## config.mk

```make
export PLATFORM = sky130hd
export DESIGN_NAME = sams_queue
export DESIGN_NICKNAME = d
export VERILOG_FILES = /design/src/rtl/simt_active_mask_stack_macros.svh /design/src/rtl/sams_pkg.sv /design/src/rtl/sams_queue.sv
export SDC_FILE = /design/constraint.sdc
export NUM_CORES = 1
export LEC_CHECK = 0
export BUFFER_PORTS_ARGS = -buffer_cell sky130_fd_sc_hd__buf_2
export CAP_MARGIN = 10
export CORE_MARGIN = 5
export CORE_UTILIZATION = 42
export DETAILED_ROUTE_END_ITERATION = 8
export HOLD_SLACK_MARGIN = 0.05
export PLACE_DENSITY = 0.77
export SLEW_MARGIN = 20
export SYNTH_ARGS = -nofsm -noshare
export SYNTH_HDL_FRONTEND = slang
export SYNTH_SLANG_ARGS = --single-unit
```

## constraint.sdc

```tcl
create_clock -name clock -period 4.9 [get_ports clock]
set_input_delay 0 -clock clock [delete_from_list [all_inputs] [get_ports clock]]
set_output_delay 0 -clock clock [all_outputs]
set_load 0.005 [all_outputs]
```

## src/rtl/simt_active_mask_stack_macros.svh

```systemverilog
// ----------------------------------------------------------------------------
// SIMT active mask stack - assertion macros
// Shared concurrent assertion forms, clocked on clock and held off in reset.
// ----------------------------------------------------------------------------
`ifndef SIMT_ACTIVE_MASK_STACK_MACROS_SVH
`define SIMT_ACTIVE_MASK_STACK_MACROS_SVH

// The consequent must hold in the same cycle as the antecedent.
`define SAMS_ASSERT_SAME(name, ante, cons, msg) \
   name: assert property (@(posedge clock) disable iff (reset) (ante) |-> (cons)) \
      else $error(msg);

// The consequent must hold in the cycle after the antecedent.
`define SAMS_ASSERT_NEXT(name, ante, cons, msg) \
   name: assert property (@(posedge clock) disable iff (reset) (ante) |=> (cons)) \
      else $error(msg);

`endif

```

## src/rtl/sams_pkg.sv

```systemverilog
// ----------------------------------------------------------------------------
// SIMT active mask stack - package
// Operation and error codes, the command that travels from front to back,
// and the digest constants.
// ----------------------------------------------------------------------------
package sams_pkg;

   typedef enum logic [2:0] {
      OP_PUSH          = 3'd0,
      OP_POP           = 3'd1,
      OP_SET_ACTIVE    = 3'd2,
      OP_SET_PREDICATE = 3'd3,
      OP_QUERY         = 3'd4,
      OP_DIGEST        = 3'd5
   } op_type;

   typedef enum logic [1:0] {
      ERR_OK        = 2'd0,
      ERR_OVERFLOW  = 2'd1,
      ERR_UNDERFLOW = 2'd2,
      ERR_LANE      = 2'd3
   } err_type;

   typedef struct packed {
      op_type      op;
      logic        lane_chk;   // the action needs an in-range lane
      logic        lane_ok;    // the lane is below the lanes in use
      logic [5:0]  lane;
      logic        bit_value;
      logic [4:0]  pop_levels;
      logic [31:0] mix;        // digest term, count and address folded
   } cmd_type;

   localparam logic [31:0] DIGEST_MUL_COUNT   = 32'h4919f71f;
   localparam logic [31:0] DIGEST_MUL_ADDRESS = 32'h31f2e73b;
   localparam logic [6:0]  LANES_IN_USE_RESET = 7'd64;

endpackage

```

## src/rtl/sams_queue.sv

```systemverilog
// ----------------------------------------------------------------------------
// SIMT active mask stack - command queue
// Two-entry queue of classified commands between the front and the back.
// ----------------------------------------------------------------------------
module sams_queue (
   input  logic              clock,
   input  logic              reset,
   input  logic              push,
   input  sams_pkg::cmd_type push_data,
   input  logic              pop,
   output sams_pkg::cmd_type head,
   output logic              empty,
   output logic              full
);

   sams_pkg::cmd_type entry_ff [2];
   logic              wr_ptr_ff, wr_ptr_in;
   logic              rd_ptr_ff, rd_ptr_in;
   logic [1:0]        count_ff, count_in;
   logic              do_push, do_pop;

   assign empty   = (count_ff == 2'd0);
   assign full    = (count_ff == 2'd2);
   assign do_push = push && !full;
   assign do_pop  = pop && !empty;
   assign head    = entry_ff[rd_ptr_ff];

   always_comb begin
      wr_ptr_in = wr_ptr_ff ^ do_push;
      rd_ptr_in = rd_ptr_ff ^ do_pop;
      count_in  = count_ff + {1'b0, do_push} - {1'b0, do_pop};
   end

   always_ff @(posedge clock) begin
      if (reset) begin
         wr_ptr_ff <= 1'b0;
         rd_ptr_ff <= 1'b0;
         count_ff  <= 2'd0;
      end else begin
         wr_ptr_ff <= wr_ptr_in;
         rd_ptr_ff <= rd_ptr_in;
         count_ff  <= count_in;
      end
   end

   always_ff @(posedge clock) begin
      if (do_push) begin
         entry_ff[wr_ptr_ff] <= push_data;
      end
   end

endmodule

```

-- Word-level counts from Yosys, hierarchy flattened
Memory sizes are Yosys's and may differ from the RTL's. A register that Yosys moved wholly into a read port is not among the register bits.
Cells that the tools add are included.
- $add $sub $neg: 2
- equality and inequality tests: 1
- muxes and demuxes: 3
- bitwise logic cells: 2
- reductions and logical operators: 5
- operator list (kind ; number):
    $mux W1 ; 3
    $add A2 B1 Y2 ; 1
    $eq A2 B2 Y1 const B ; 1
    $logic_and A1 B1 Y1 ; 2
    $logic_not A1 Y1 ; 2
    $logic_not A2 Y1 ; 1
    $sub A2 B1 Y2 ; 1
    $xor A1 B1 Y1 ; 2
- register bits: 4
- RAM bits: 98
- output and inout bits: 51
- word-level logic and storage cells: 17
- memories kept: 1
- memory list (name ; words ; bits a word ; read ports ; clocked after memory_dff ; write ports ; line ; text):
    entry_ff ; 2 ; 49 ; 1 ; 1 ; 1 ; sams_queue.sv:16 ; sams_pkg::cmd_type entry_ff [2];

-- Depth between registers and ports, before layout
- depth in word-level cells: 5
- mapped depth: 7

-- Worst setup path before layout
No wires, ideal clock.
- kind: reg-to-reg
- start: register count_ff[0]
- end: memory entry_ff[1][0] (netlist name) (enable)
- arrival time: 1.844 ns
- slack: 2.644 ns
- cell stages (with the launch flop): 4
- buffers on the path: 0
- path through: dfxtp_1 -> nand2b_1 -> and2_1 -> ha_1
- longest elaborated chain between the ends: 5
- ends and longest elaborated chain (element ; line ; text):
    from (decl) ; sams_queue.sv:19 ; logic [1:0] count_ff, count_in;
    from (signal assigned) ; sams_queue.sv:42 ; count_ff <= count_in;
    $eq A2 B2 Y1 ; sams_queue.sv:23 ; assign full = (count_ff == 2'd2);
    $logic_not A1 Y1 ; sams_queue.sv:24 ; assign do_push = push && !full;
    $logic_and A1 B1 Y1 ; sams_queue.sv:24 ;
    $mux W1 ; sams_queue.sv:47 ; if (do_push) begin
    $mux W1 (not written as such) ; sams_queue.sv:48 ; entry_ff[wr_ptr_ff] <= push_data;
    to (decl) ; sams_queue.sv:16 ;
No other way between the ends.

==> results by stage <==
Synthesis:
- The synthesized netlist devotes 1.32% of its cell area to adder and majority cells.
- By instance count, the leading cell after synthesis is sky130_fd_sc_hd__edfxtp_1.
- The compound-cell area share of the yosys netlist is 0.198%.
- In this run, distinct cell masters in the synthesized netlist total 14.
- After synthesis, the largest family of logic cells by area is multiplexers.
- Sequential elements use 79.8% of the synthesized area.
- The synthesized design spends more area on one cell type than any other, namely sky130_fd_sc_hd__edfxtp_1.
- The number of flops mapped to enable cells by yosys is 98.
- The dominant synthesized flop cell is sky130_fd_sc_hd__edfxtp_1.
- Counting instances in the post-synthesis netlist gives the leading cell types as sky130_fd_sc_hd__edfxtp_1, sky130_fd_sc_hd__mux2_2, sky130_fd_sc_hd__buf_6.
- After synthesis, the share of flip-flops with an asynchronous set or reset is 0%.
- The synthesized netlist cell count is 176.
- Summing every instance area after synthesis gives 3790 um^2.
- By area the synthesized netlist is led by sky130_fd_sc_hd__edfxtp_1, sky130_fd_sc_hd__mux2_2, sky130_fd_sc_hd__dfxtp_1, sky130_fd_sc_hd__buf_6, sky130_fd_sc_hd__ha_1.
- The net count of the mapped netlist is 233.
- The post-synthesis average cell area is 21.5 um^2.
- For this run, the number of Yosys warnings is 0.
- The multiplexer area fraction after synthesis is 14.9%.
- The area fraction in and, or, nand and nor cells after synthesis is 1.16%.
- The flop and latch count out of synthesis is 102.
- After synthesis, the largest area contributor takes up 77.7% of total cell area.
- The xor/xnor cell area share of the yosys netlist is 0.594%.

Clocking:
- The clock latency of the later-clocked register in the worst-skew pair is 0.35 ns.
- TritonCTS built the clock tree.
- The deepest clock path buffer count is 2.
- The number of levels in the clock H-tree is 3.
- Clock tree synthesis selected as its root buffer the cell sky130_fd_sc_hd__clkbuf_8.
- The TritonCTS buffer count is 9.
- The clock slew at the register clock pins of the worst setup and hold paths is 0.08 ns.
- The clock drives 102 sinks.

Placed design:
- In this run the tool buffered the top-level ports with 103 buffer cells.
- At the end of routability-driven placement, the weighted congestion stood at 0.641.
- Once placement completed, the tool counted placed cells totaling 382.
- Summing all placed instances gives a cell area of 4410 um^2.
- Detailed placement finished with a half-perimeter wire length of 4.21 mm.

Finish:
- Of the cells placed in the final design, the portion with a size suffix greater than 1 is 48.7%.
- After routing the design area is 5090 um^2.
- The number of antenna diodes in the final layout is 0.
- After the flow finishes, the layout carries non-filler instances totaling 447.
- In the final design database the tool counted 392 nets.
- From synthesis to final layout, the design area changed by 34.2%.
- The number of inserted filler cells in the final layout is 681.

Timing:
- At the pin with the least slew margin, the transition time is 0.704 ns.
- Setup repair after global routing left no endpoint under its margin.
- The number of hold violations in the final report is 0.
- The clock arrives with 0.0104 ns of skew.
- The summed negative setup slack over all endpoints is 0 ns.
- The final number of max-transition violations is 0.
- The minimum period implied by the final worst setup slack is 1.99 ns.
- The share of the cycle needed by the critical path after routing is 40.7%.
- The fmax is 501 MHz.
- The worst relative slew slack is 53.1%.
- The setup-violating endpoint count in the final report is 0.

Route:
- Wires add up to 7.00 mm.
- The detailed-route wire length per cell is 15.6 um.
- The length of the first detailed-routing pass in iterations is 4.
- The mean number of vias per cell is 4.63.
- After detailed routing, the number of remaining DRC violations is 0.
- The number of nets with antenna violations after detailed routing is 0.
- The total number of vias is 2070.
- The initial detailed-routing violation count is 70.

Worst setup path:
- The critical path ends at head[23].
- Traced cell by cell, the critical path runs through buf_4 -> mux2_2 -> buf_2.
- Across all register-to-register paths, the minimum setup slack is 3.12 ns.
- The startpoint kind of the worst setup timing path is a register.
- Along the worst path, the maximum fanout reaches 32.
- For the worst setup path, the data required time is 4.90 ns.
- The startpoint-to-endpoint class of the critical path is reg -> out.
- The source of the critical timing path is rd_ptr_ff$_SDFF_PP0_.
- On the critical path, the stage with the largest delay is an instance of sky130_fd_sc_hd__dfxtp_2.
- The launch instance of the worst register-to-register path is count_ff[0]$_SDFF_PP0_.
- For the worst setup path, the data arrival time is 1.99 ns.
- The number of cells on the worst reg-to-reg path is 3.
- STA classifies the critical path endpoint as a primary output.
- The worst register-to-register path ends at entry_ff[1][13]$_DFFE_PP_.
- On the worst path, the slowest cell contributes a delay of 0.64 ns.

GRT:
- For this run, global-route usage on met2 was measured as 24.9%.
- The initial antenna violation count is 0.
- The first global-routing pass estimated 11.4 mm of wire.
- For met1 alone, demand over resource in global routing was 13.7%.
- Entering global routing, the biggest net connects 50 pins.
- The total grt overflow is 0.
- Across every metal layer, demand over resource in global routing totals 13.2%.
- The number of global-route vias before repair is 2302.
- met2 is the most crowded layer.
- The met3 global-route usage is 4.69%.

Flow run:
- Across the run, the number of max-cap violations was 0.

Floorplanning:
- The number of top-level design ports is 104.
- The vertical die dimension is 105 um.
- The starting density of the core is 43.2%.
- The die outline width is 105 um.
- The placeable core region is 8760 um^2.
- The die footprint is 11000 um^2.
- The site row count is 34.

Power:
- The power per cell area is 423 nW/um^2.
- IR analysis of the VDD net gives a maximum drop of 0.000170 V.
- The completed layout was analyzed and its total power is 2.15 mW.
- In this run the static leakage power is 1.92 nW.

Status:
- The flow ran to the end, and the final reports show no timing, DRC or antenna violations.

Min path:
- The min-delay analysis places its worst path in the category in -> reg.
==> routing by layer <==
| metal | part of all wire [%] | routed length (um) | vias to the layer above |
|---|---|---|---|
| li1 | - | - | 1000 |
| met4 | 0.57 | 40 | 0 |
| met2 | 56 | 3950 | 65 |
| met1 | 37 | 2600 | 1002 |
| met3 | 5.7 | 400 | 3 |
| met5 | 0 | 0 | - |
==> power breakdown <==
| group | switching (mW) | leakage [nW] | internal [mW] | total, mW |
|---|---|---|---|---|
| Clock | 0.255 | 0.0831 | 0.232 | 0.488 |
| Combinational | 0.230 | 0.887 | 0.281 | 0.510 |
| Sequential | 0.0486 | 0.949 | 1.11 | 1.15 |
| Total | 0.534 | 1.92 | 1.62 | 2.15 |
==> kinds of logic after synthesis <==
logic type / Yosys count
DFF: 102
buffers and inverters: 9
muxes: 50
and+or+nand+nor: 9
adders and majority gates: 4
AOI/OAI and AO/OA: 1
xor gates and xnor gates: 1
==> worst max-delay path, delay by kind of cell (launching register included) <==
kind                   cells  cell delay (ns)
buffers and inverters      2             0.61
DFF                        1             0.64
muxes                      1             0.40
==> layout by cell type, fill, tap and decap left out <==
cell,instances
sky130_fd_sc_hd__mux2_1,4
sky130_fd_sc_hd__edfxtp_1,98
sky130_fd_sc_hd__dlygate4sd3_1,50
sky130_fd_sc_hd__bufinv_16,1
sky130_fd_sc_hd__dfxtp_2,1
sky130_fd_sc_hd__clkinv_1,1
sky130_fd_sc_hd__dfxtp_1,3
sky130_fd_sc_hd__clkinvlp_4,2
sky130_fd_sc_hd__ha_1,2
sky130_fd_sc_hd__inv_1,3
sky130_fd_sc_hd__buf_2,103
sky130_fd_sc_hd__ha_4,2
sky130_fd_sc_hd__nor2b_1,2
sky130_fd_sc_hd__buf_4,1
sky130_fd_sc_hd__o21a_1,1
sky130_fd_sc_hd__nand2b_1,1
sky130_fd_sc_hd__clkbuf_1,2
sky130_fd_sc_hd__nor2_1,4
sky130_fd_sc_hd__clkbuf_8,9
sky130_fd_sc_hd__mux2_2,46
sky130_fd_sc_hd__nand2_1,1
sky130_fd_sc_hd__and2_1,1
sky130_fd_sc_hd__xnor3_1,1
==> state kept, by name, indices dropped and copies added (netlist names) <==
signal,flops
count_ff,2
entry_ff,98
rd_ptr_ff,1
wr_ptr_ff,1
==> layout make-up <==
cell class | instances | area, um^2 | area share [%]
clock buffers | 11 | 131 | 2.58
clock inverters | 4 | 48.8 | 0.959
inverters | 3 | 11.3 | 0.221
multi-input cells | 65 | 712 | 14.0
flip-flops and latches | 102 | 3020 | 59.5
well taps | 108 | 135 | 2.66
repair buffers | 154 | 1020 | 20.1
==> how the worst min path moves through the flow <==
| stage | to | cells after the start | from |
|---|---|---|---|
| final | rd_ptr_ff$_SDFF_PP0_ | 3 | pop |
| after detailed placement | entry_ff[1][21]$_DFFE_PP_ | 1 | push_data[21] |
| after floorplan | wr_ptr_ff$_SDFF_PP0_ | 1 | reset |
| after CTS | rd_ptr_ff$_SDFF_PP0_ | 3 | pop |
| after global routing | rd_ptr_ff$_SDFF_PP0_ | 3 | pop |
| after global placement | entry_ff[0][27]$_DFFE_PP_ | 1 | push_data[27] |
==> what timing repair did <==
| action | CTS | global route |
|---|---|---|
| resized for setup | 0 | 0 |
| hold buffers | 50 | 0 |
| hold endpoints to repair | 102 | 0 |
| setup buffers | 0 | 0 |
==> metrics by stage <==
step | util [%] | hold slack (ns) | setup WS (ns)
final | 58.0 | 0.0710 | 2.91
after global routing | 58.0 | 0.0575 | 2.73
after CTS | 58.0 | 0.0596 | 2.82
after detailed placement | 50.3 | 0.192 | 3.11
after global placement | 50.0 | 0.187 | 2.80
after floorplan | - | 0.0667 | 2.64
Note: power is estimated with default switching activity, not from simulation.
